### src/rtl/assert_macros.svh
// Assertion helpers; empty when SYNTHESIS is defined.
`ifndef ASSERT_MACROS_SVH
`define ASSERT_MACROS_SVH

`ifndef SYNTHESIS
`define ASSERT_PROP(label, clk, rst, prop, msg) \
  label: assert property (@(posedge clk) disable iff (rst) (prop)) else $error(msg);
`define ASSERT_NEVER(label, clk, rst, cond, msg) \
  label: assert property (@(posedge clk) disable iff (rst) !(cond)) else $error(msg);
`else
`define ASSERT_PROP(label, clk, rst, prop, msg)
`define ASSERT_NEVER(label, clk, rst, cond, msg)
`endif

`endif

### src/rtl/btd_cordic_stage.sv
module btd_cordic_stage #(
  parameter int            XW    = 62,
  parameter int            ZW    = 21,
  parameter int            SHIFT = 0,
  parameter logic [ZW-1:0] ANGLE = '0
) (
  input  logic                 clk,
  input  logic                 en,
  input  logic signed [XW-1:0] x_in,
  input  logic signed [XW-1:0] y_in,
  input  logic signed [ZW-1:0] z_in,
  output logic signed [XW-1:0] x_out,
  output logic signed [XW-1:0] y_out,
  output logic signed [ZW-1:0] z_out
);

  logic signed [XW-1:0] xs, ys, x_next, y_next;
  logic signed [ZW-1:0] z_next;
  logic signed [XW-1:0] x, y;
  logic signed [ZW-1:0] z;

  always_comb begin
    xs = x_in >>> SHIFT;
    ys = y_in >>> SHIFT;
    // y >= 0: rotate clockwise and accumulate the angle
    if (!y_in[XW-1]) begin
      x_next = x_in + ys;
      y_next = y_in - xs;
      z_next = z_in + $signed(ANGLE);
    end else begin
      x_next = x_in - ys;
      y_next = y_in + xs;
      z_next = z_in - $signed(ANGLE);
    end
  end

  always_ff @(posedge clk) begin
    if (en) begin
      x <= x_next;
      y <= y_next;
      z <= z_next;
    end
  end

  assign x_out = x;
  assign y_out = y;
  assign z_out = z;

endmodule

### config.mk
export PLATFORM = sky130hd
export DESIGN_NAME = btd_cordic_stage
export DESIGN_NICKNAME = d
export VERILOG_FILES = /design/src/rtl/assert_macros.svh /design/src/rtl/btd_cordic_stage.sv
export SDC_FILE = /design/constraint.sdc
export NUM_CORES = 1
export LEC_CHECK = 0
export BUFFER_PORTS_ARGS = -buffer_cell sky130_fd_sc_hd__buf_2
export CAP_MARGIN = 10
export CORE_AREA = 4 4 207 209
export CTS_CLUSTER_SIZE = 20
export DETAILED_ROUTE_END_ITERATION = 12
export DIE_AREA = 0 0 211 213
export PLACE_DENSITY = 0.66
export SLEW_MARGIN = 15
export SYNTH_ARGS = -nofsm -noshare
export SYNTH_HDL_FRONTEND = slang
export SYNTH_SLANG_ARGS = --single-unit
### constraint.sdc
create_clock -name clk -period 4.35 [get_ports clk]
set_input_delay 0.435 -clock clk [delete_from_list [all_inputs] [get_ports clk]]
set_output_delay 0.435 -clock clk [all_outputs]
set_load 0.02 [all_outputs]
==> results.json, run 1 <==
{
  "status": "complete, no violations",
  "comb_power_share_pct": 44.5,
  "vias": 16900,
  "start_util_pct": 39.6,
  "maxSlewHeadroom_pct": 32.3,
  "antenna_cells": 0,
  "final_area_mm2": 0.0193,
  "grt.total_usage_pct": 28.2,
  "worstPathRequired_ns": 4.59,
  "root_buffer": "clkbuf_16",
  "ant_nets": 0,
  "min_path_type": "in2reg",
  "crit_type": "in2reg",
  "seqPwrFrac_pct": 31.0,
  "ys.flop_type": "edfxtp_1",
  "synth_simple_gate_area_share_pct": 15.3,
  "post-route-period-util_pct": 88.4,
  "postSynthAreaPerCell_um2": 7.97,
  "synth_cell_types": 82,
  "synth_top_family_by_area": "compound AO/OA/AOI/OAI gates",
  "cap_violations": 0,
  "post_cts_buffers": 0,
  "rsz0062_at_grt": "no",
  "ys_seq_elements": 144,
  "tightest_slew_ns": 1.01,
  "cp-end-kind": "register",
  "tns_ns": 0,
  "hp-start": "z_in[14]",
  "port_buffers": 291,
  "place_ws_ns": 0.183,
  "yosys.area_share.adder_pct": 14.5,
  "syn_area_mm2": 0.0162,
  "clk_pin_slew_ns": 0.07,
  "yosysWarnings": 0,
  "clock_sinks": 144,
  "ys_top_cells_by_area": "edfxtp_1 27%, ha_1 14%, a21oi_1 8.5%, xnor2_1 6.0%, o21ai_0 4.7%",
  "gr-total-overflow": 0,
  "start_kind": "input port",
  "antenna_found_initial": 0,
  "switchingPower_uw": 2600,
  "drt-vias-per-instance": 5.84,
  "die_w_um": 211,
  "synth_compound_area_share_pct": 28.1,
  "drt_first_pass_iters": 6,
  "worst_slack_ns": 0.506,
  "drc": 0,
  "hold_buffers": 0,
  "dp_cells": 2860,
  "synth_mux_area_share_pct": 1.83,
  "numCtsBuffers": 17,
  "die_h_um": 213,
  "synth_top_area_share_pct": 26.7,
  "core.rowCount": 74,
  "setup_viol": 0,
  "layout-drive-gt1-share_pct": 19.3,
  "syn2layout_area_growth_pct": 19.1,
  "final_cells": 2892,
  "grt_max_degree": 95,
  "die-area_mm2": 0.0449,
  "max-vdd-ir-drop_mv": 0.300,
  "gp_congestion": 0.991,
  "layout.nets": 2680,
  "fin_util_pct": 47.2,
  "setup.worst_path.start": "x_in[12]",
  "syn-num-nets": 2361,
  "yosysTopAreaCell": "edfxtp_1",
  "ys_seq_area_share_pct": 26.7,
  "fmax_mhz": 260,
  "intPower_uw": 3540,
  "netlist_instances": 2028,
  "grt_pass1_wl_um": 97600,
  "power.density_mw_per_mm2": 319,
  "coreArea_mm2": 0.0408,
  "final_hold_viol_count": 0,
  "cts_tree": "built",
  "drtIter0Drc": 1856,
  "ios": 292,
  "p_clk_share_pct": 24.6,
  "power.static_leakage_uw": 0.00853,
  "crit_fanout": 16,
  "synth_xor_area_share_pct": 6.50,
  "p_sw_share_pct": 42.4,
  "finalCriticalPeriod_ns": 3.84,
  "routedWlPerCell_um": 22.6,
  "drt-total-wl_um": 65400,
  "async_flop_share_pct": 0,
  "cts_resized": 0,
  "grt_pass1_vias": 16200,
  "synth-edff-count": 144,
  "cts_buffer_depth": 2,
  "place_area_mm2": 0.0187,
  "hpwl_um": 53500,
  "cp.arrival_ns": 4.08,
  "h-tree-depth": 4,
  "finalMaxSlewViolations": 0
}
==> flip-flops by register name, indices dropped and copies added (netlist names) <==
| register | count |
|---|---|
| x_out | 62 |
| y_out | 61 |
| z_out | 21 |
==> power groups by stage <==
stage | clock (uW) | combinational (uW) | sequential, uW
after floorplan | 0 | 1370 | 2210
after global placement | 0 | 2680 | 1930
after detailed placement | 0 | 2680 | 1930
after CTS | 1560 | 2700 | 1910
after global routing | 1610 | 2930 | 1920
final | 1510 | 2730 | 1900
==> cell families after synthesis <==
logic type	after synthesis
flops	144
mux	29
compound gates	731
buf+inv	290
simple gates	528
fa+ha+maj	186
xor+xnor	120
==> metrics by stage <==
step | hold slack (ns) | power, uW
6_report | 0.121 | 6140
3_3_place_gp | 0.612 | 4610
5_1_grt | 0.0940 | 6460
2_1_floorplan | 0.534 | 3580
4_1_cts | 0.0755 | 6160
3_5_place_dp | 0.614 | 4610
==> Yosys cell counts, types with 20 or more instances <==
| master | number |
|---|---|
| a21o_1 | 32 |
| a21oi_1 | 275 |
| a31oi_1 | 28 |
| clkbuf_1 | 50 |
| edfxtp_1 | 144 |
| ha_1 | 183 |
| inv_1 | 190 |
| mux2i_1 | 25 |
| nand2_1 | 138 |
| nand3_1 | 31 |
| nand4_1 | 29 |
| nor2_1 | 171 |
| nor2b_1 | 20 |
| nor3_1 | 50 |
| nor4_1 | 27 |
| o21a_1 | 26 |
| o21ai_0 | 153 |
| o21bai_1 | 61 |
| o31ai_1 | 29 |
| xnor2_1 | 111 |
==> worst max-delay path: stages <==
cell and delay, ns:
buf_2 0.10, inv_1 0.04, ha_1 0.63, nand4_2 0.24, nor4_2 0.41, o211ai_1 0.36, a31oi_1 0.50, a31oi_1 0.19
o21ai_0 0.45, a21oi_1 0.18, o21a_1 0.22, a211oi_2 0.22, xnor2_1 0.09
==> cell usage in the layout (no fill, tap or decap), drive strengths merged, types with 32 or more instances in the layout <==
cell and count:
o21ai 156, nor2 171, ha 183, nor3 50, inv 201, nand2 139, buf 392, o21bai 61
edfxtp 144, a21o 32, xnor2 111, a21oi 279
==> routing by layer <==
layer  up-vias  track usage (%)  part of all wire [%]
li1       7939                -                     -
met1      8086             39.6                    45
met3        88             5.99                   8.4
met4         0             8.20                   2.3
met2       765             43.9                    44
met5         -                0                     0
==> final timing paths <==
check                        to  slack (ns)  depth (start not counted)
worst max-delay path  x_out[57]        0.51                         13
worst min-delay path  z_out[14]        0.12                          1
==> cell type report <==
type | count | area [um^2]
fillers | 4030 | 21600
multi-input cells | 1594 | 10700
flip-flops and latches | 144 | 4320
repair buffers | 392 | 2240
inverters | 198 | 743
well taps | 532 | 666
clock buffers | 17 | 425
clock inverters | 15 | 166
No activity file was read; power rests on OpenSTA's default activity.
==> inputs of run 2 (changes only) <==
- ABC_AREA: default -> 1
- CORE_AREA: 4 4 207 209 -> 4 4 238 240
- DIE_AREA: 0 0 211 213 -> 0 0 242 244
- PLACE_DENSITY: 0.66 -> 0.64
==> run 2 against run 1 <==
Net effect:
- synthesized cell count increased by 86%
- sequential cell count did not move
- global-route usage grew 1.1 points
- final cell count grew 63%
- via count grew 43%
- core utilization decreased by 3.3 points
- critical endpoint is now y_out[60]
- largest cell class unchanged
==> results.json, run 2 <==
{
  "status": "complete, no violations",
  "coreArea_mm2": 0.0547,
  "post_cts_buffers": 0,
  "async_flop_share_pct": 0,
  "synth_cell_types": 44,
  "start_kind": "input port",
  "clk_pin_slew_ns": 0.07,
  "root_buffer": "clkbuf_16",
  "vias": 24100,
  "max-vdd-ir-drop_mv": 0.332,
  "fmax_mhz": 362,
  "ios": 292,
  "power_uw": 6450,
  "numCtsBuffers": 17,
  "ant_nets": 0,
  "cts_buffer_depth": 2,
  "cap_violations": 0,
  "gp_congestion": 1.03,
  "routedWlPerCell_um": 18.9,
  "mostFrequentLayoutCells": "1470 x nand2_1, 838 x inv_1, 289 x buf_2, 281 x nand3_1, 217 x nor2_1",
  "tns_ns": 0,
  "cp-end-kind": "register",
  "critPathTopFamily": "simple AND/OR/NAND/NOR gates",
  "drtIter0Drc": 2407,
  "finalMaxSlewViolations": 0,
  "yosysTopAreaCell": "nand2_1",
  "tightest_slew_ns": 0.879,
  "slowest_stage": "ha_1",
  "slowest_delay_ns": 0.68,
  "setup_viol": 0,
  "syn2layout_area_growth_pct": 11.3,
  "antenna_cells": 0,
  "clock_sinks": 144,
  "switchingPower_uw": 3030,
  "crit_type": "in2reg",
  "p_sw_share_pct": 46.9,
  "intPower_uw": 3420,
  "power.density_mw_per_mm2": 269,
  "netlist_instances": 3780,
  "postSynthAreaPerCell_um2": 5.70,
  "layout.nets": 4344,
  "hold_buffers": 0,
  "comb_power_share_pct": 47.8,
  "cp.buffers_inverters": 3,
  "ys_seq_elements": 144,
  "drt-total-wl_um": 89200,
  "final_hold_viol_count": 0,
  "hp-start": "z_in[17]",
  "yosysWarnings": 0,
  "synth.most_common_cell": "nand2_1",
  "layout-drive-gt1-share_pct": 10.9,
  "synth_top_area_share_pct": 25.6,
  "finalCriticalPeriod_ns": 2.76,
  "worstPathRequired_ns": 4.60,
  "cp.arrival_ns": 3.01,
  "final_cells": 4728,
  "maxSlewHeadroom_pct": 40.8,
  "dp_cells": 4696,
  "start_util_pct": 39.4,
  "ys_seq_area_share_pct": 20.1,
  "hpwl_um": 76100,
  "ys.flop_type": "edfxtp_1",
  "largest_reg_flops": 62,
  "die_h_um": 244,
  "core.rowCount": 86,
  "cts_resized": 0,
  "die_w_um": 242,
  "grt_max_degree": 80,
  "post-route-period-util_pct": 63.4,
  "drt-vias-per-instance": 5.09,
  "seqPwrFrac_pct": 28.7,
  "final_common_cell": "nand2_1",
  "p_clk_share_pct": 23.5,
  "nFillCells": 6111,
  "fin_util_pct": 43.9,
  "setup.worst_path.start": "x_in[11]",
  "cp_common_cell": "nand2_1",
  "port_buffers": 291,
  "gr-total-overflow": 0,
  "ys_top_cells_by_area": "nand2_1 26%, edfxtp_1 20%, inv_1 15%, ha_1 11%, nand3_1 6.5%",
  "grt.total_usage_pct": 29.3,
  "rsz0062_at_grt": "no",
  "drc": 0,
  "whs_ns": 0.117,
  "power.static_leakage_uw": 0.0140,
  "grt_pass1_vias": 22600,
  "synth_common_cells": "1470 x nand2_1, 839 x inv_1, 281 x nand3_1, 217 x nor2_1, 183 x ha_1",
  "grt_pass1_wl_um": 132000,
  "h-tree-depth": 4,
  "cts_tree": "built",
  "path_cells": "buf_2 > inv_1 > ha_1 > nand2_1 > nor2_2 > inv_1 > nor2_2 > nand2_1 > nand3_2 > nand2_1 > nand2_1 > nand2_1 > nand2_1 > nand2_1 > nand3_1 > nand2_1",
  "crit_fanout": 12,
  "syn_area_mm2": 0.0215,
  "die-area_mm2": 0.0590,
  "antenna_found_initial": 0,
  "drt_first_pass_iters": 6,
  "syn-num-nets": 4113,
  "synth-edff-count": 144,
  "min_path_type": "in2reg"
}
run 2: cell types whose count changed after synthesis, sizes merged, moves of 31 or more:
cell,change
nand2,+1349
a21oi,-109
clkbuf,-31
o21bai,-41
nand3,+262
nor2,+90
inv,+659
xnor2,-111
xor2,+36
run 2: cells by family (layout without fill, tap and decap cells):
kind of cell	count (synthesis)	count (layout)	share of synthesized area, %
AND/OR/NAND/NOR	2127	2127	41.5
buffers and inverters	938	1182	17.4
AO/OA/AOI/OAI	340	340	8.33
adder cells (fa/ha/maj)	186	186	10.9
flip-flops	144	144	20.1
XOR/XNOR	45	45	1.83
run 2: cell type report:
cell class / count / area (um^2) / area share [%]
clock inverter: 15 / 136 / 0.569
clock buffer: 17 / 425 / 1.77
tap: 704 / 881 / 3.67
multi-input combinational: 2698 / 13500 / 56.2
sequential: 144 / 4320 / 18.0
inverter: 853 / 3200 / 13.4
timing repair buffer: 297 / 1520 / 6.35
run 2: worst paths after layout:
path | slack (ns) | cells past startpoint | endpoint
min | 0.12 | 1 | z_out[17]
max | 1.59 | 16 | y_out[60]
run 2: metal layers:
layer | part of all wire [%] | GRT usage (%)
met5 | 0 | 0
met4 | 5.0 | 13.9
met3 | 9.3 | 7.01
met2 | 43 | 46.1
met1 | 43 | 37.9
run 2: power groups by stage:
stage | Combinational [uW] | Clock, uW | Sequential [uW]
floorplan | 1710 | 0 | 2100
global placement | 3010 | 0 | 1880
detailed placement | 3000 | 0 | 1880
CTS | 3020 | 1530 | 1850
global route | 3360 | 1590 | 1860
finish | 3080 | 1520 | 1850
run 2: per-stage QoR:
step	instance area [um^2]	worst slack, ns
3_5_place_dp	23400	1.19
5_1_grt	24000	1.44
4_1_cts	24000	1.71
2_1_floorplan	21500	2.15
6_report	24000	1.59
3_3_place_gp	23400	1.14
